### src/sv/tcp_option_list_parser_core_macros.svh
`ifndef TCP_OPTION_LIST_PARSER_CORE_MACROS_SVH
`define TCP_OPTION_LIST_PARSER_CORE_MACROS_SVH

// same-cycle implication, sampled on i_clk, off while i_rst_n is low
`define TOLP_ASSERT_IMP(lbl, ante, cons, msg) \
    lbl: assert property (@(posedge i_clk) disable iff (!i_rst_n) (ante) |-> (cons)) \
        else $error(msg);

// next-cycle implication
`define TOLP_ASSERT_NXT(lbl, ante, cons, msg) \
    lbl: assert property (@(posedge i_clk) disable iff (!i_rst_n) (ante) |=> (cons)) \
        else $error(msg);

`endif

### src/sv/tolp_pkg.sv
`timescale 1ns / 1ps

package tolp_pkg;

    localparam logic [5:0] MAX_OPTION_AREA = 6'd40;
    localparam logic [7:0] WSCALE_MAX      = 8'd14;
    localparam logic [7:0] AUTH_MIN_LEN    = 8'd4;
    localparam logic [7:0] OPT_HDR_LEN     = 8'd2;

    localparam logic [7:0] KIND_EOL    = 8'd0;
    localparam logic [7:0] KIND_NOP    = 8'd1;
    localparam logic [7:0] KIND_WSCALE = 8'd3;
    localparam logic [7:0] KIND_SACK   = 8'd5;
    localparam logic [7:0] KIND_AUTH   = 8'd29;

    localparam logic [2:0] CF_EXP  = 3'b001;
    localparam logic [2:0] CF_OBS  = 3'b010;
    localparam logic [2:0] CF_TTCP = 3'b100;

    typedef enum logic [1:0] {
        PH_KIND = 2'd0,
        PH_LEN  = 2'd1,
        PH_DATA = 2'd2
    } t_phase;

    typedef enum logic [1:0] {
        ST_OK     = 2'd0,
        ST_BADLEN = 2'd1,
        ST_TRUNC  = 2'd2
    } t_status;

    typedef enum logic [1:0] {
        CLS_NONE = 2'd0,
        CLS_EXP  = 2'd1,
        CLS_OBS  = 2'd2,
        CLS_TTCP = 2'd3
    } t_class;

    typedef struct packed {
        t_phase     phase;
        logic [7:0] kind;
        logic [5:0] bytes_left;
        logic [5:0] pos;
        logic [5:0] vcount;
        logic [2:0] cflags;
        t_status    err;
        logic       stopped;
        logic [5:0] decl_len;
    } t_state;

    localparam t_state STATE_RESET = '{PH_KIND, 8'd0, 6'd0, 6'd0, 6'd0, 3'd0,
                                       ST_OK, 1'b0, 6'd0};

    typedef struct packed {
        logic       opt_valid;
        logic [7:0] kind;
        logic [5:0] data_len;
        logic       wscale_big;
        logic       done;
        t_status    status;
        logic [5:0] count;
        t_class     cls;
    } t_result;

    // 0 for kinds of variable length
    function automatic logic [7:0] fixed_len(input logic [7:0] k);
        case (k)
            8'd2:                return 8'd4;
            8'd3:                return 8'd3;
            8'd4:                return 8'd2;
            8'd6, 8'd7:          return 8'd6;
            8'd8:                return 8'd10;
            8'd11, 8'd12, 8'd13: return 8'd6;
            8'd18:               return 8'd3;
            8'd19:               return 8'd18;
            default:             return 8'd0;
        endcase
    endfunction

    function automatic logic [2:0] kind_class(input logic [7:0] k);
        case (k)
            8'd0, 8'd1, 8'd2, 8'd3, 8'd4, 8'd5, 8'd8, 8'd11, 8'd12, 8'd29:
                return 3'b000;
            8'd13:
                return CF_TTCP;
            8'd6, 8'd7, 8'd16, 8'd17, 8'd19, 8'd25:
                return CF_OBS;
            default:
                return CF_EXP;
        endcase
    endfunction

    function automatic t_state fail_st(input t_state s, input t_status st);
        t_state r;
        r = s;
        r.err = st;
        r.stopped = 1'b1;
        r.phase = PH_KIND;
        return r;
    endfunction

    function automatic t_state good_st(input t_state s);
        t_state r;
        r = s;
        if (r.vcount != 6'h3F) begin
            r.vcount = r.vcount + 6'd1;
        end
        r.phase = PH_KIND;
        return r;
    endfunction

endpackage

### src/sv/tolp_in_reg.sv
`timescale 1ns / 1ps

module tolp_in_reg (
    input  logic       i_clk,
    input  logic       i_rst_n,
    input  logic       i_valid,
    output logic       o_ready,
    input  logic [7:0] i_opt_byte,
    input  logic [5:0] i_area_length,
    input  logic       i_first_byte,
    input  logic       i_advance,
    output logic       o_valid,
    output logic [7:0] o_opt_byte,
    output logic [5:0] o_area_length,
    output logic       o_first_byte
);

    logic       r_valid;
    logic [7:0] r_opt_byte;
    logic [5:0] r_area_length;
    logic       r_first_byte;

    assign o_ready       = !r_valid || i_advance;
    assign o_valid       = r_valid;
    assign o_opt_byte    = r_opt_byte;
    assign o_area_length = r_area_length;
    assign o_first_byte  = r_first_byte;

    always_ff @(posedge i_clk) begin
        if (!i_rst_n) begin
            r_valid <= 1'b0;
        end else if (o_ready) begin
            r_valid <= i_valid;
        end
        if (o_ready && i_valid) begin
            r_opt_byte    <= i_opt_byte;
            r_area_length <= i_area_length;
            r_first_byte  <= i_first_byte;
        end
    end

endmodule

### src/sv/tolp_step.sv
`timescale 1ns / 1ps

module tolp_step (
    input  tolp_pkg::t_state  i_state,
    input  logic [7:0]        i_opt_byte,
    input  logic [5:0]        i_area_length,
    input  logic              i_first_byte,
    output tolp_pkg::t_state  o_state,
    output tolp_pkg::t_result o_result,
    output logic              o_emit
);

    tolp_pkg::t_state  eff;
    tolp_pkg::t_state  ns;
    tolp_pkg::t_result res;
    logic              bad;
    logic              last;
    logic [5:0]        lim;
    logic [7:0]        rem;
    logic [7:0]        flen;
    logic [5:0]        bl;
    logic              emit;

    always_comb begin
        eff  = i_first_byte ? tolp_pkg::STATE_RESET : i_state;
        ns   = eff;
        res  = '0;
        emit = 1'b0;
        bad  = (i_area_length == 6'd0) || (i_area_length > tolp_pkg::MAX_OPTION_AREA);
        lim  = bad ? 6'd1 : i_area_length;
        last = ({1'b0, eff.pos} + 7'd1) == {1'b0, lim};
        rem  = {2'b00, i_area_length} + 8'd1 - {2'b00, eff.pos};
        flen = tolp_pkg::fixed_len(eff.kind);
        bl   = eff.bytes_left;

        if (eff.pos < lim) begin
            if (bad) begin
                ns.vcount = 6'd0;
                ns = tolp_pkg::fail_st(ns, tolp_pkg::ST_BADLEN);
            end else if (!eff.stopped) begin
                case (eff.phase)
                    tolp_pkg::PH_KIND: begin
                        ns.cflags = eff.cflags | tolp_pkg::kind_class(i_opt_byte);
                        if (i_opt_byte == tolp_pkg::KIND_EOL ||
                            i_opt_byte == tolp_pkg::KIND_NOP) begin
                            ns = tolp_pkg::good_st(ns);
                            res.opt_valid = 1'b1;
                            res.kind = i_opt_byte;
                            emit = 1'b1;
                            if (i_opt_byte == tolp_pkg::KIND_EOL) begin
                                ns.stopped = 1'b1;
                            end
                        end else if ((i_area_length - eff.pos) < 6'd2) begin
                            ns = tolp_pkg::fail_st(ns, tolp_pkg::ST_TRUNC);
                        end else begin
                            ns.kind = i_opt_byte;
                            ns.phase = tolp_pkg::PH_LEN;
                        end
                    end
                    tolp_pkg::PH_LEN: begin
                        if (eff.kind == tolp_pkg::KIND_AUTH &&
                            i_opt_byte < tolp_pkg::AUTH_MIN_LEN) begin
                            ns = tolp_pkg::fail_st(ns, tolp_pkg::ST_BADLEN);
                        end else if (flen != 8'd0 && i_opt_byte == 8'd0) begin
                            ns = tolp_pkg::fail_st(ns, tolp_pkg::ST_BADLEN);
                        end else if (flen != 8'd0 && flen > rem) begin
                            ns = tolp_pkg::fail_st(ns, tolp_pkg::ST_TRUNC);
                        end else if (flen != 8'd0 && i_opt_byte != flen) begin
                            ns = tolp_pkg::fail_st(ns, tolp_pkg::ST_BADLEN);
                        end else if (flen == 8'd0 && i_opt_byte < tolp_pkg::OPT_HDR_LEN) begin
                            ns = tolp_pkg::fail_st(ns, tolp_pkg::ST_BADLEN);
                        end else if (flen == 8'd0 && i_opt_byte > rem) begin
                            ns = tolp_pkg::fail_st(ns, tolp_pkg::ST_TRUNC);
                        end else if (eff.kind == tolp_pkg::KIND_SACK &&
                                     i_opt_byte == tolp_pkg::OPT_HDR_LEN) begin
                            ns = tolp_pkg::fail_st(ns, tolp_pkg::ST_BADLEN);
                        end else begin
                            ns.decl_len = i_opt_byte[5:0];
                            if (i_opt_byte == tolp_pkg::OPT_HDR_LEN) begin
                                ns = tolp_pkg::good_st(ns);
                                res.opt_valid = 1'b1;
                                res.kind = eff.kind;
                                emit = 1'b1;
                            end else begin
                                ns.bytes_left = i_opt_byte[5:0] - tolp_pkg::OPT_HDR_LEN[5:0];
                                ns.phase = tolp_pkg::PH_DATA;
                            end
                        end
                    end
                    tolp_pkg::PH_DATA: begin
                        if (bl != 6'd0) begin
                            bl = bl - 6'd1;
                        end
                        ns.bytes_left = bl;
                        if (bl == 6'd0) begin
                            ns = tolp_pkg::good_st(ns);
                            res.opt_valid = 1'b1;
                            res.kind = eff.kind;
                            res.data_len = eff.decl_len - tolp_pkg::OPT_HDR_LEN[5:0];
                            res.wscale_big = (eff.kind == tolp_pkg::KIND_WSCALE) &&
                                             (i_opt_byte > tolp_pkg::WSCALE_MAX);
                            emit = 1'b1;
                        end
                    end
                    default: begin
                        ns = eff;
                    end
                endcase
            end
            ns.pos = eff.pos + 6'd1;

            if (last) begin
                if (!ns.stopped && ns.phase != tolp_pkg::PH_KIND) begin
                    ns = tolp_pkg::fail_st(ns, tolp_pkg::ST_TRUNC);
                end
                res.done = 1'b1;
                res.status = ns.err;
                res.count = ns.vcount;
                res.cls = tolp_pkg::CLS_NONE;
                if (ns.err == tolp_pkg::ST_OK) begin
                    if ((ns.cflags & tolp_pkg::CF_EXP) != 3'd0) begin
                        res.cls = tolp_pkg::CLS_EXP;
                    end else if ((ns.cflags & tolp_pkg::CF_OBS) != 3'd0) begin
                        res.cls = tolp_pkg::CLS_OBS;
                    end else if ((ns.cflags & tolp_pkg::CF_TTCP) != 3'd0) begin
                        res.cls = tolp_pkg::CLS_TTCP;
                    end
                end
                emit = 1'b1;
            end
        end
    end

    assign o_state  = ns;
    assign o_result = res;
    assign o_emit   = emit;

endmodule

### src/sv/tcp_option_list_parser_core.sv
// channel | dir | tdata (low bit up)                          | tuser      | tlast
// s_axis  | in  | opt_byte[7:0], area_length[13:8]            | first_byte | -
// m_axis  | out | option_valid, option_kind, option_data_len,  | -          | area_done
//         |     | wscale_too_big, parse_status, option_count, |            |
//         |     | option_class (bits 25:0)                    |            |
// One byte per cycle sustained while m_axis is not stalled.
// The byte register feeds one step of parse logic into the result register.
// i_rst_n (synchronous) empties both registers and returns to a fresh area.
// A stalled m_axis holds the byte register; s_axis_tready is high while it is empty or advances.
// Bytes that give no result are consumed without an output transfer.
`timescale 1ns / 1ps
`include "tcp_option_list_parser_core_macros.svh"

module tcp_option_list_parser_core (
    input  logic        i_clk,
    input  logic        i_rst_n,
    input  logic        s_axis_tvalid,
    output logic        s_axis_tready,
    input  logic [15:0] s_axis_tdata,   // opt_byte, area_length
    input  logic [0:0]  s_axis_tuser,   // first_byte
    output logic        m_axis_tvalid,
    input  logic        m_axis_tready,
    output logic [31:0] m_axis_tdata,   // option_valid, option_kind, option_data_len,
                                        // wscale_too_big, parse_status, option_count,
                                        // option_class
    output logic        m_axis_tlast    // area_done
);

    logic              in_valid;
    logic [7:0]        in_byte;
    logic [5:0]        in_alen;
    logic              in_first;
    logic              advance;
    logic              emit;
    tolp_pkg::t_state  n_state;
    tolp_pkg::t_result n_result;

    tolp_pkg::t_state  r_state;
    logic              r_out_valid;
    tolp_pkg::t_result r_out;

    assign advance = in_valid && (!r_out_valid || m_axis_tready);

    tolp_in_reg u_in_reg (
        .i_clk         (i_clk),
        .i_rst_n       (i_rst_n),
        .i_valid       (s_axis_tvalid),
        .o_ready       (s_axis_tready),
        .i_opt_byte    (s_axis_tdata[7:0]),
        .i_area_length (s_axis_tdata[13:8]),
        .i_first_byte  (s_axis_tuser[0]),
        .i_advance     (advance),
        .o_valid       (in_valid),
        .o_opt_byte    (in_byte),
        .o_area_length (in_alen),
        .o_first_byte  (in_first)
    );

    tolp_step u_step (
        .i_state       (r_state),
        .i_opt_byte    (in_byte),
        .i_area_length (in_alen),
        .i_first_byte  (in_first),
        .o_state       (n_state),
        .o_result      (n_result),
        .o_emit        (emit)
    );

    always_ff @(posedge i_clk) begin
        if (!i_rst_n) begin
            r_state     <= tolp_pkg::STATE_RESET;
            r_out_valid <= 1'b0;
        end else begin
            if (advance) begin
                r_state <= n_state;
            end
            if (advance && emit) begin
                r_out_valid <= 1'b1;
            end else if (m_axis_tready) begin
                r_out_valid <= 1'b0;
            end
        end
        if (advance && emit) begin
            r_out <= n_result;
        end
    end

    assign m_axis_tvalid = r_out_valid;
    assign m_axis_tlast  = r_out.done;
    assign m_axis_tdata  = {6'd0, r_out.cls, r_out.count, r_out.status, r_out.wscale_big,
                            r_out.data_len, r_out.kind, r_out.opt_valid};

    `TOLP_ASSERT_IMP(a_class_only_ok,
        m_axis_tvalid && r_out.cls != tolp_pkg::CLS_NONE,
        r_out.done && r_out.status == tolp_pkg::ST_OK,
        "option class reported with a failed status")
    `TOLP_ASSERT_IMP(a_summary_zero,
        m_axis_tvalid && !r_out.done,
        r_out.count == 6'd0 && r_out.status == tolp_pkg::ST_OK,
        "summary fields set on a result that is not the last")
    `TOLP_ASSERT_IMP(a_option_zero,
        m_axis_tvalid && !r_out.opt_valid,
        r_out.kind == 8'd0 && r_out.data_len == 6'd0 && !r_out.wscale_big,
        "option fields set without a valid option")
    `TOLP_ASSERT_IMP(a_pos_bound,
        1'b1,
        r_state.pos <= tolp_pkg::MAX_OPTION_AREA,
        "area position beyond the largest area")
    `TOLP_ASSERT_NXT(a_stall_holds_state,
        in_valid && r_out_valid && !m_axis_tready,
        r_state == $past(r_state),
        "parse state moved while the result was stalled")

endmodule

### config.mk
export PLATFORM = sky130hd
export DESIGN_NAME = tcp_option_list_parser_core
export DESIGN_NICKNAME = d
export VERILOG_FILES = /design/src/sv/tolp_pkg.sv /design/src/sv/tolp_in_reg.sv /design/src/sv/tolp_step.sv /design/src/sv/tcp_option_list_parser_core.sv
export VERILOG_INCLUDE_DIRS = /design/src /design/src/sv
export SDC_FILE = /design/constraint.sdc
export NUM_CORES = 1
export LEC_CHECK = 0
export BUFFER_PORTS_ARGS = -buffer_cell sky130_fd_sc_hd__buf_2
export CORE_MARGIN = 10
export CORE_UTILIZATION = 45
export CTS_BUF_LIST = sky130_fd_sc_hd__clkbuf_2
export DETAILED_ROUTE_END_ITERATION = 6
export SYNTH_ARGS = -nofsm -noshare
export SYNTH_HDL_FRONTEND = slang
export SYNTH_HIERARCHICAL = 1
export SYNTH_SLANG_ARGS = --single-unit
### constraint.sdc
create_clock -name i_clk -period 7.15 [get_ports i_clk]
set_input_delay 1.43 -clock i_clk [delete_from_list [all_inputs] [get_ports i_clk]]
set_output_delay 1.43 -clock i_clk [all_outputs]
set_load 0.005 [all_outputs]
-- Word level (Yosys, flattened, before mapping)
Memory sizes are Yosys's and may differ from the RTL's. A register that Yosys moved wholly into a read port is not among the register bits.
Index checks and enable logic that the tools add are counted.
- register bits after elaboration: 84
- output and inout port bits: 35
- ROM bits: 256
- input bits: 21
- memories kept: 2
- word-level logic and storage cells: 166
- memory list (memory ; depth ; bits a word ; read ports ; clocked after memory_dff ; wr ports ; RTL line ; source):
    (no name shown) ; 32 ; 5 ; 1 ; 0 ; 0 ; tolp_pkg.sv:67 ; case (k)
    (no name shown) ; 32 ; 3 ; 1 ; 1 ; 0 ; tolp_pkg.sv:81 ; case (k)
- bitwise gates (word level): 6
- eq/ne operators: 10
- $lt $le $gt $ge: 8
- reductions and logical operators: 36
- add/sub/neg operators: 9
- multiplexer cells: 72
- operators with widths (kind ; count):
    40-bit two-way mux ; 17
    40-bit one-hot mux with 3 select lines ; 1
    9-bit two-way mux ; 11
    6-bit two-way mux ; 8
    39-bit two-way mux ; 1
    9-bit one-hot mux with 3 select lines ; 1
    18-bit two-way mux ; 1
    1-bit two-way mux ; 17
    8-bit by 2-bit == test with 1-bit output (second input constant) ; 2
    8-bit greater-than comparator ; 2
    8-bit logical NOT ; 2
    16-bit two-way mux ; 1
    3-bit two-way mux ; 5
    6-bit by 1-bit adder with 7-bit output (second input constant) ; 2
    6-bit by 1-bit adder with 6-bit output (second input constant) ; 2
    1-bit logical AND ; 12
    6-bit logical NOT ; 2
    6-bit by 2-bit subtractor with 6-bit output (second input constant) ; 2
    11-bit two-way mux ; 1
    2-bit two-way mux ; 5
    8-bit by 1-bit == test with 1-bit output (second input constant) ; 1
    8-bit by 3-bit == test with 1-bit output (second input constant) ; 1
    8-bit by 5-bit == test with 1-bit output (second input constant) ; 1
    8-bit by 4-bit greater-than comparator with 1-bit output (second input constant) ; 1
    30 further kinds ; 42

-- Logic depth before layout (Yosys ltp)
Gate-level depths: netlist of run 1.
- depth in word-level cells: 25
- mapped depth: 29
- gate-level depth less buffers: 21

-- By module
The synthesis of run 1 kept the hierarchy.
- by module, submodules not included (module ; cells an instance ; seq. area each (sq um) ; times used ; area an instance (sq um)):
    tolp_step ; 636 ; 0.0 ; 1 ; 4085.2
    tcp_option_list_parser_core ; 214 ; 1631.6 ; 1 ; 2548.7
    tolp_in_reg ; 20 ; 470.5 ; 1 ; 508.0

-- Least setup slack after synthesis of run 1
Ideal clock, no wire load.
- path type: register to register
- from: register u_in_reg.r_first_byte (netlist: u_in_reg/o_first_byte)
- to: register r_out, in the netlist m_axis_tdata[0], enable pin
- data required time: 6.736 ns
- setup slack: 0.604 ns
- library setup time: 0.414 ns
- stages on the path, launching flop included: 29
- arrival: 6.132 ns
- path buffers: 7
- clock period less this slack: 6.546 ns
- cells stage by stage: edfxtp_1 -> buf_2 -> clkbuf_1 -> clkbuf_1 -> clkbuf_1 -> clkbuf_1 -> clkbuf_1 -> or2b_1 -> ha_1 -> inv_1 -> ha_1 -> nand2_1 -> or4_1 -> o311ai_1 -> a31oi_2 -> xnor2_1 -> ha_1 -> a21oi_1 -> o21ai_0 -> o2111ai_1 -> nand3_1 -> nand2_1 -> and3_1 -> buf_6 -> and3_1 -> nor2_1 -> o21ai_0 -> nand2_1 -> nor2b_1
- cells in the longest elaborated chain, start to end: 17
- elaborated cells between the ends (all ways): 47
- classes of those cells: add/sub (3); order compare (3); eq/ne (6); mux (20); reduce/logical (14); memory (1)
- ends and longest elaborated chain (item ; RTL line ; source):
    start: declaration ; tolp_in_reg.sv:21 ; logic r_first_byte;
    start signal: assignment ; tolp_in_reg.sv:38 ; r_first_byte <= i_first_byte;
    40-bit two-way mux * ; tolp_step.sv:25 ; eff = i_first_byte ? tolp_pkg::STATE_RESET : i_state;
    branches (longest 14 deep; another with 7-bit by 6-bit subtractor with 8-bit output) ; -- ;
    1-bit two-way mux * ; tolp_step.sv:36 ; if (eff.pos < lim) begin
    named net emit ; tcp_option_list_parser_core.sv:34 ; logic emit;
    1-bit logical AND * ; tcp_option_list_parser_core.sv:83 ; if (advance && emit) begin
    end signal: assignment ; tcp_option_list_parser_core.sv:84 ; r_out <= n_result;
    end: declaration ; tcp_option_list_parser_core.sv:40 ; tolp_pkg::t_result r_out;
Mark *: on every way through the listed nets, which the timed path passes. The select of a mux whose other input is x is not followed.
A chain may end at the register's enable or synchronous reset.

-- Worst setup path in the final report of run 1
- from: register u_in_reg.r_first_byte (netlist: u_in_reg/o_first_byte)
- to: register r_out, in the netlist m_axis_tdata[17], enable pin
The elaborated chain is that of the path after synthesis.

==> results, run 1 <==
- The run finished with clean final reports.
- In the synthesized netlist, the number of instances is 870.
- The wire length on met3 is 1191 um.
- The number of levels the H-tree was split into is 3.
- Walking the worst path, the cells encountered are or2b_1, ha_1, inv_1, ha_1, nor2b_1, o21ai_0, o21ai_0, a31oi_2, xnor2_1, ha_1, a21oi_1, o21ai_0, o2111ai_1, nand3_1, nand2_1, and3_1, buf_4, and3_1, nor2_1, o21ai_0, nand2_1, nor2b_2, buf_4.
- The critical path starts at u_in_reg/o_first_byte.
- The number of failing hold endpoints at the final stage is 0.
- The aggregate global-route resource usage is 0.1689.
- In this run the register-to-register setup slack is about 1.4 ns.
- In this design, the stage delay of the slowest critical-path cell is about 0.64 ns.
- The number of buffer and inverter stages on the critical path is 3.
- For the final database, setup skew stands at roughly 0.042 ns.
- The maximum root-to-sink buffer count is 2.
- The average footprint of a synthesized cell is roughly 8.2 um2.
- After clock tree synthesis, the flow added hold-fix buffers numbering 0.
- The worst setup path is launched from a flip-flop.
- The largest net degree at the start of global routing is 83.
- The worst setup path is captured at a flip-flop.
- The reg-to-reg startpoint is u_in_reg/o_first_byte.
- The tree built by TritonCTS fans out to 84 sinks.
- The path class of the tightest hold or removal check is flip-flop to flip-flop.
- The via count of the first global-routing pass is about 5,600.
- Counting stages on the worst path, the most repeated cell is sky130_fd_sc_hd__o21ai_0.
- In the synthesized netlist the dominant register cell turns out to be sky130_fd_sc_hd__edfxtp_1.
- Summed over all layers, the global routing overflow is 0.
- The detailed router used layers up to and including met4.
- The Yosys warning count is 6.
- The capturing point of the worst reg2reg path is m_axis_tdata[17].
- The violation count after the first detailed-routing iteration is around 590.
- Power comes to approximately 1.2 mW.
- The standard-cell row count is 45.
- After detailed routing, the wire length on met1 is a little under 9000 um.
- Of the available clock period, the critical path in the final layout requires 0.7977.
- After clock tree synthesis, the clock-pin slew on the worst setup and hold paths is 0.25 ns.
- The source of the worst hold timing path is r_state[21].
- The max-cap check violation count is 0.
- The maximum vdd ir drop is approximately 0.086 mV.
- The family with the most delay on the worst path is compound AO/OA/AOI/OAI gates.
- From synthesis to final layout, the design area changed by 6.044%.
- The die is 146.0 um wide.
- The shortest clock period the worst path allows after layout is roughly 5.7 ns.
- The final layout contains routed wiring with a total length of between 15,000 and 20,000 um.
- The worst setup path is of the flip-flop to flip-flop kind.
- The power density relative to cell area is 156.9 nW/um2.
- The share of the yosys chip area belonging to registers is 0.2943.
- Based on the critical path, the design can be clocked at up to approximately 0.18 GHz.
- The worst reg-to-reg path cell count is 23.
- The tree is rooted in a sky130_fd_sc_hd__clkbuf_2.
- Input and output buffers added on the ports amount to 47.
- The first global-routing pass estimated between 30,000 and 40,000 um of wire.
- Counting flops and latches in the post-synthesis netlist gives 84.
- The routed design uses around 8200 um of met2 wire.
- In this run the vertical extent of the chip is 146.0 um.
- The number of DRC violations after detailed routing is 0.
- Summed over all cells, the static leakage comes to about 2.9 nW.
- The fraction of final layout cells sized beyond drive strength 1 is 0.1184.
- Clock latency on the worst-skew pair, taken at its later pin, is just over 0.6 ns.
- The pre-antenna-repair detailed-routing pass consisted of 5 iterations.
- The maximum fanout along the worst path is 27.
- The setup TNS after final layout is 0 ns.
- Once detail routing completed, the nets flagged for antenna violations numbered 0.
- The post-synthesis cell type count is just over 80.
- Counting flops with a built-in enable in the synthesized netlist gives 42.
- The critical path data required time is around 7.4 ns.
- The buffers inserted during post-CTS setup optimization is 0.
- Setup repair after global routing left no endpoint under its margin.
- The total die area is 21,310 um2.
- Using the TritonRoute via totals, the vias-per-cell ratio works out to roughly 5.7.
- The transition time at the pin with the least slew margin is ~1.1 ns.
- The slowest stage of the critical path belongs to the cell sky130_fd_sc_hd__edfxtp_1.
- In this run the cell area of the synthesized design comes to around 7100 um2.
- The capturing element of the worst setup path is m_axis_tdata[17].
- The total via count in the routed design is ~6,300.
- TritonCTS built the clock tree.
- Counting buffers and inverters, the worst setup path is 23 cells deep.
- Measured against its own limit, the worst slew margin works out to 0.2253.
- The number of slew-limit violations in the final report was 0.
- The global placement routability congestion is 0.9168.
- The worst path arrival time is between 5 and 6 ns.
- After clock tree synthesis, the repair step resized 0 gates.
- The initial utilization of the core area, before any placement, comes to 0.4646.
- Setup violations remaining at the end of the flow were counted as 0.
- After the last flow step, the layout net total stands at between 900 and 1,000.
- Dividing the detail-routed wire length by the instance count gives 16.65 um.
- The proportion of register bits with asynchronous set or reset after synthesis is 0.
- The count of boundary I/O pins is 56.
- The initial antenna violation count is 1.
- The estimated wirelength of the detail-placed design is ~14,000 um.
- The area of the core is between 15,000 and 20,000 um2.
- The number of clock buffers added by TritonCTS is 9.
[cells in the mapped netlist (4+ instances only)]
cell type                   number  area share
sky130_fd_sc_hd__nand2_1       143       0.075
sky130_fd_sc_hd__nor2_1         66       0.035
sky130_fd_sc_hd__mux2i_1        50       0.070
sky130_fd_sc_hd__ha_1           45       0.079
sky130_fd_sc_hd__o21ai_0        45       0.032
sky130_fd_sc_hd__dfxtp_1        42        0.12
sky130_fd_sc_hd__edfxtp_1       42        0.18
sky130_fd_sc_hd__inv_1          41       0.022
sky130_fd_sc_hd__a21oi_1        34       0.024
sky130_fd_sc_hd__clkbuf_1       31       0.016
sky130_fd_sc_hd__nand3_1        29       0.020
sky130_fd_sc_hd__nand2b_1       28       0.025
sky130_fd_sc_hd__xnor2_1        22       0.027
sky130_fd_sc_hd__nor3_1         18       0.013
sky130_fd_sc_hd__nor2b_1        16       0.014
sky130_fd_sc_hd__and3_1         12       0.011
sky130_fd_sc_hd__a211oi_1       11       0.012
sky130_fd_sc_hd__nand3b_1        8      0.0084
sky130_fd_sc_hd__nor4_1          8      0.0070
sky130_fd_sc_hd__o31ai_1         8      0.0084
sky130_fd_sc_hd__nand4_1         7      0.0061
sky130_fd_sc_hd__o21a_1          7      0.0074
sky130_fd_sc_hd__or2_2           7      0.0061
sky130_fd_sc_hd__xor2_1          7      0.0086
sky130_fd_sc_hd__a31oi_1         6      0.0053
sky130_fd_sc_hd__and2_1          6      0.0053
sky130_fd_sc_hd__buf_2           6      0.0042
sky130_fd_sc_hd__buf_4           6      0.0063
sky130_fd_sc_hd__mux2_2          6      0.0095
sky130_fd_sc_hd__o211ai_1        6      0.0063
sky130_fd_sc_hd__or3_1           6      0.0053
sky130_fd_sc_hd__a221oi_1        5      0.0061
sky130_fd_sc_hd__a21boi_0        4      0.0042
sky130_fd_sc_hd__a21o_1          4      0.0042
sky130_fd_sc_hd__a22oi_1         4      0.0042
sky130_fd_sc_hd__buf_12          4       0.011
sky130_fd_sc_hd__o2111ai_1       4      0.0049
sky130_fd_sc_hd__o22ai_1         4      0.0035
[power breakdown]
group	total, mW	internal, mW	switching, mW
logic	0.310	0.119	0.192
registers	0.549	0.524	0.0245
clock network	0.329	0.153	0.176
[state kept, by name, indices dropped and copies added, names as in the netlist]
register,cells
m_axis_tdata,26
r_state,40
m_axis_tlast,1
u_in_reg/o_opt_byte,8
u_in_reg/o_first_byte,1
u_in_reg/o_area_length,6
m_axis_tvalid,1
u_in_reg/o_valid,1
[cell usage in the layout (no fill, tap or decap), types with 11 or more instances in the layout]
cell type	instances
sky130_fd_sc_hd__nand2_1	143
sky130_fd_sc_hd__nor2_1	66
sky130_fd_sc_hd__mux2i_1	50
sky130_fd_sc_hd__buf_2	47
sky130_fd_sc_hd__o21ai_0	45
sky130_fd_sc_hd__ha_1	45
sky130_fd_sc_hd__edfxtp_1	42
sky130_fd_sc_hd__dfxtp_1	42
sky130_fd_sc_hd__inv_1	41
sky130_fd_sc_hd__a21oi_1	34
sky130_fd_sc_hd__nand3_1	29
sky130_fd_sc_hd__nand2b_1	28
sky130_fd_sc_hd__xnor2_1	22
sky130_fd_sc_hd__nor3_1	18
sky130_fd_sc_hd__nor2b_1	15
sky130_fd_sc_hd__and3_1	12
sky130_fd_sc_hd__clkbuf_2	11
sky130_fd_sc_hd__a211oi_1	11
[routing by layer]
metal,up-vias,GRT usage
met4,0,0.05055
met5,-,0
met3,21,0.03353
met1,2950,0.2327
met2,211,0.2602
li1,3144,-
[through the flow]
| step | setup slack (ns) | cells | area (um2) | hold slack, ns | utilization |
|---|---|---|---|---|---|
| after floorplan | 0.6042 | 875 | 7161 | 0.4335 | - |
| after global placement | 1.493 | 1090 | 7413 | 0.4442 | 0.4823 |
| after detailed placement | 1.429 | 1090 | 7413 | 0.4488 | 0.4823 |
| after CTS | 1.413 | 1106 | 7571 | 0.4802 | 0.4926 |
| after global routing | 1.033 | 1107 | 7574 | 0.4943 | 0.4927 |
| final | 1.446 | 1107 | 7574 | 0.4764 | 0.4927 |
[worst min-delay path, delay by kind of cell, from the launching register on]
kind,cells,cell delay [ns]
DFF,1,0.37
and+or+nand+nor,1,0.05
muxes,1,0.05
[cell families (layout without fill, tap and decap cells)]
group | after synthesis | in the layout | synth area share
AO/OA/AOI/OAI | 185 | 185 | 0.1796
XOR/XNOR | 30 | 30 | 0.03872
adder cells (fa/ha/maj) | 47 | 47 | 0.08444
buffers and inverters | 92 | 112 | 0.06482
flip-flops | 84 | 84 | 0.2943
multiplexers | 57 | 57 | 0.08269
other | 1 | 7 | 0.0005251
AND/OR/NAND/NOR | 374 | 374 | 0.2549
[worst min-delay path by stage]
stage                        endpoint  slack (ns)  depth (start not counted)
after floorplan           r_state[26]        0.43                          2
after global placement     r_state[0]        0.44                          2
after detailed placement   r_state[0]        0.45                          2
after CTS                 r_state[10]        0.48                          2
after global routing       r_state[0]        0.49                          2
final                     r_state[21]        0.48                          2
[final cells by class]
cell class	count	area (um2)
Clock buffer	11	55.05
Multi-Input combinational cell	699	4598
Tap cell	211	264.0
Fill cell	1492	7797
Sequential cell	84	2102
Timing Repair Buffer	55	295.3
Inverter	41	153.9
Antenna cell	1	2.502
Clock inverter	5	102.6
No activity file was read; power rests on OpenSTA's default activity.
==> inputs of run 2 (changes only) <==
- ABC_AREA: default -> 1
- clock period: 7.15 -> 5.4 ns (I/O delays scaled with it)
==> results, run 2 <==
- STA classifies the critical path endpoint as a flip-flop.
- Of the total synthesized cell area, the portion taken by XOR and XNOR cells is 0.02510.
- The critical path class is flip-flop to flip-flop.
- The die covers roughly 23,000 um2.
- The number of buffers inserted by port buffering is 47.
- The synthesized design contains 42 enable-type register cells.
- The source of the worst hold timing path is r_state[7].
- Entering global routing, the biggest net connects a little over 80 pins.
- The worst relative slew slack is 0.3384.
- The mapped netlist covers 7677 um2.
- The aggregate global-route resource usage is 0.1896.
- The maximum root-to-sink buffer count is 2.
- The leakage power of the design is just under 4 nW.
- Counting flops per register, the top entry is r_state.
- The critical path data required time is between 5 and 6 ns.
- The congestion estimate from routability-driven global placement came to 0.9058.
- Measured against the total synthesized area, the mux share comes to 0.
- Once detail routing completed, the nets flagged for antenna violations numbered 0.
- The number of standard cells after synthesis is ~1,200.
- The initial utilization of the core area, before any placement, comes to 0.4613.
- Counting stages on the worst path, the most repeated cell is sky130_fd_sc_hd__nand2_1.
- The register with the most flip-flops in the layout has 40 of them.
- The number of slew-limit violations in the final report came to 0.
- Of the total synthesized cell area, the portion taken by full adders, half adders and majority gates is 0.07855.
- Yosys attributes the largest share of cell area to sky130_fd_sc_hd__edfxtp_1 16%, sky130_fd_sc_hd__nand2_1 14%, sky130_fd_sc_hd__dfxtp_1 11%.
- Setup violations remaining at the end of the flow were counted as 0.
- The source-to-sink clock delay at the later pin of the worst-skew pair is about 0.61 ns.
- For this run, global-route usage on met2 was measured as 0.3007.
- Once detailed placement completed, the half-perimeter wirelength came to about 16,000 um.
- The sink of the worst hold path is r_state[7].
- The clock arrives with between 0.04 and 0.05 ns of skew.
- The path class of the tightest hold or removal check is flip-flop to flip-flop.
- The maximum vdd ir drop is between 0.1 and 0.15 mV.
- The library cell used most frequently in the layout, excluding fill and tap cells, is sky130_fd_sc_hd__nand2_1.
- The post-synthesis register bit count is 84.
- The flow ran to the end, and the final reports show no timing, DRC or antenna violations.
- The fraction of final layout cells sized beyond drive strength 1 is 0.1171.
- After floorplanning, the core was sized to cover about 17,000 um2.
- The final routed wire length divided by cell count is ~15 um.
- The synthesized design spends more area on one cell type than any other, namely sky130_fd_sc_hd__edfxtp_1.
- The area growth from synthesis to layout is 4.726%.
- The cell at the slowest stage of the critical path is sky130_fd_sc_hd__edfxtp_1.
- The number of DRC violations after detailed routing is 0.
- The kind of cell with the highest combined delay along the critical path is simple AND/OR/NAND/NOR gates.
- After clock tree synthesis, the clock-pin slew on the worst setup and hold paths is roughly 0.24 ns.
- STA classifies the critical path startpoint as a flip-flop.
- Of all nets on the critical path, the largest fanout is 27.
- The share of the Yosys chip area taken by registers is 0.2738.
- The proportion of register bits with asynchronous set or reset after synthesis is 0.
- The number of nets at the end of the flow is 1,276.
- CTS built an H-tree with a depth of 3.
- sky130_fd_sc_hd__nand2_1 is the most common cell in the netlist.
- The power density relative to cell area is ~220 nW/um2.
- Adding up every negative setup slack in the final design gives 0 ns.
- In the layout the commonest cells are 288 x sky130_fd_sc_hd__nand2_1, 170 x sky130_fd_sc_hd__inv_1, 133 x sky130_fd_sc_hd__nor2_1.
- The area fraction in compound gates after synthesis came to 0.1400.
- The shortest clock period the worst path allows after layout is just under 5 ns.
- The reg-to-reg startpoint is u_in_reg/o_first_byte.
- The initial antenna violation count was 1.
- The portion of the clock cycle consumed by the worst path in the final layout is 0.8970.
- After synthesis, the netlist uses 52 different library cells.
- By area, the combinational part of the netlist is dominated by simple AND/OR/NAND/NOR gates.
- The met3 usage in global routing is 0.03211.
- The cts-stage hold buffer count is 0.
- The average footprint of a synthesized cell is between 6 and 7 um2.
- The met1 usage in global routing is 0.2586.
- The remaining global-route overflow is 0.
- The worst hold path was traced through 2 stages.
- For this run, the slowest stage of the critical path takes around 0.62 ns.
- Once the clock tree was built, the resizer swapped 0 gates to a different size.
- The flop-to-flop setup slack is roughly 0.56 ns.
- The transition time at the pin with the least slew margin is just under 1 ns.
- The instance area after placement is between 7000 and 8000 um2.
- Setup repair after global routing left no endpoint under its margin.
- The final layout contains routed wiring with a total length of ~21,000 um.
- The clock net in this run drives a total of 84 sinks.
- The area share of the largest cell type after synthesis is 0.1643.
- By count the netlist is led by 288 x sky130_fd_sc_hd__nand2_1, 170 x sky130_fd_sc_hd__inv_1, 134 x sky130_fd_sc_hd__nor2_1, 97 x sky130_fd_sc_hd__nand3_1, 81 x sky130_fd_sc_hd__a21oi_1.
- TritonCTS built the clock tree.
- Of the total synthesized cell area, the portion taken by AND, OR, NAND and NOR gates is 0.3488.
- After detailed routing, the number of vias per cell comes to between 5 and 6.
- For this run, the leading register cell type out of synthesis is sky130_fd_sc_hd__edfxtp_1.
- The tree is rooted in a sky130_fd_sc_hd__clkbuf_2.
- The first-pass GRT wire length is 34,920 um.
- The Yosys warning count is 6.
- The design area is 8040 um2.
- During I/O placement, the number of pins put on the boundary was 56.
- The via count of the first global-routing pass is between 6,000 and 7,000.
- The total via count in the routed design is 7,459.
- The worst path arrival time is 5.12 ns.
- The capturing point of the worst reg2reg path is m_axis_tdata[2].
- The number of clock buffers added by TritonCTS is 9.
- The number of failing hold endpoints at the final stage is 0.
- The floorplan has between 40 and 50 rows.
- For this run, the detailed router's first-pass iteration total came to 5.
- The height of the die is roughly 150 um.
- The horizontal die dimension is around 150 um.
- The worst reg-to-reg path cell count is 28.
- Counting both buffers and inverters, the worst setup path holds a total of 5.
- The buffers inserted during post-CTS setup optimization is 0.
- For this block, the initial DRC count from the detailed router was roughly 590.
- Derived from the worst setup path, the maximum achievable clock frequency is between 0.2 and 0.25 GHz.
- The busiest layer in global routing is met2.
- The tool flagged a number of max-cap violations equal to 0.
==> run 2: changes by cell type after synthesis, moves of 19 or more <==
cell,delta
sky130_fd_sc_hd__nand2_1,+145
sky130_fd_sc_hd__xnor2_1,-19
sky130_fd_sc_hd__inv_1,+129
sky130_fd_sc_hd__a21oi_1,+47
sky130_fd_sc_hd__clkbuf_1,-19
sky130_fd_sc_hd__o21ai_0,+23
sky130_fd_sc_hd__nand2b_1,-28
sky130_fd_sc_hd__mux2i_1,-50
sky130_fd_sc_hd__nor2_1,+68
sky130_fd_sc_hd__nand3_1,+68
==> run 2: cells by family (layout without fill, tap and decap cells) <==
logic type               after synthesis  after routing
XOR/XNOR                              22             22
adder cells (fa/ha/maj)               47             47
other                                  1              7
flip-flops                            84             84
AND/OR/NAND/NOR                      602            602
buffers and inverters                228            255
AO/OA/AOI/OAI                        197            197
==> run 2: stage by stage <==
| stage | instances | utilization | hold slack, ns | setup slack (ns) | power, mW |
|---|---|---|---|---|---|
| after floorplan | 1186 | - | 0.4516 | 0.4043 | 1.313 |
| after global placement | 1417 | 0.4779 | 0.4625 | 0.6604 | 1.456 |
| after detailed placement | 1417 | 0.4779 | 0.4675 | 0.5751 | 1.464 |
| after CTS | 1433 | 0.4830 | 0.5185 | 0.5170 | 1.774 |
| after global routing | 1434 | 0.4831 | 0.5385 | 0.08756 | 1.909 |
| final | 1434 | 0.4831 | 0.5116 | 0.5560 | 1.761 |
==> run 2: routing by layer <==
layer | vias up | routed length [um]
met3 | 19 | 1271
met5 | - | 0
met4 | 0 | 289
met1 | 3373 | 10100
li1 | 3855 | -
met2 | 212 | 9498
==> run 2: how the worst max path moves through the flow <==
stage / from / endpoint / slack (ns) / depth (start not counted)
finish: u_in_reg/o_first_byte / m_axis_tdata[2] / 0.56 / 28
global route: u_in_reg/o_first_byte / m_axis_tdata[0] / 0.09 / 28
detailed placement: u_in_reg/o_first_byte / m_axis_tdata[6] / 0.58 / 28
global placement: u_in_reg/o_first_byte / m_axis_tdata[6] / 0.66 / 28
floorplan: u_in_reg/o_first_byte / m_axis_tdata[0] / 0.40 / 28
CTS: u_in_reg/o_first_byte / m_axis_tdata[2] / 0.52 / 28
==> run 2: cell type report <==
| class | instances | area (um2) |
|---|---|---|
| inverters | 181 | 684.4 |
| fillers | 1825 | 8602 |
| multi-input cells | 874 | 4573 |
| clock buffers | 11 | 55.05 |
| repair buffers | 58 | 317.8 |
| clock inverters | 5 | 28.78 |
| well taps | 220 | 275.3 |
| diodes | 1 | 2.502 |
| flip-flops and latches | 84 | 2103 |
==> run 2: power breakdown <==
| group | leakage (nW) | internal, mW | switching (mW) |
|---|---|---|---|
| Combinational | 3.12 | 0.240 | 0.473 |
| Sequential | 0.722 | 0.709 | 0.0369 |
| Clock | 0.0554 | 0.0609 | 0.241 |
| Total | 3.90 | 1.01 | 0.752 |
==> run 2: tightest hold or removal path: stages, from the launching register on <==
cell	delay [ns]
sky130_fd_sc_hd__dfxtp_1	0.38
sky130_fd_sc_hd__a21oi_1	0.04
sky130_fd_sc_hd__nor2_1	0.08
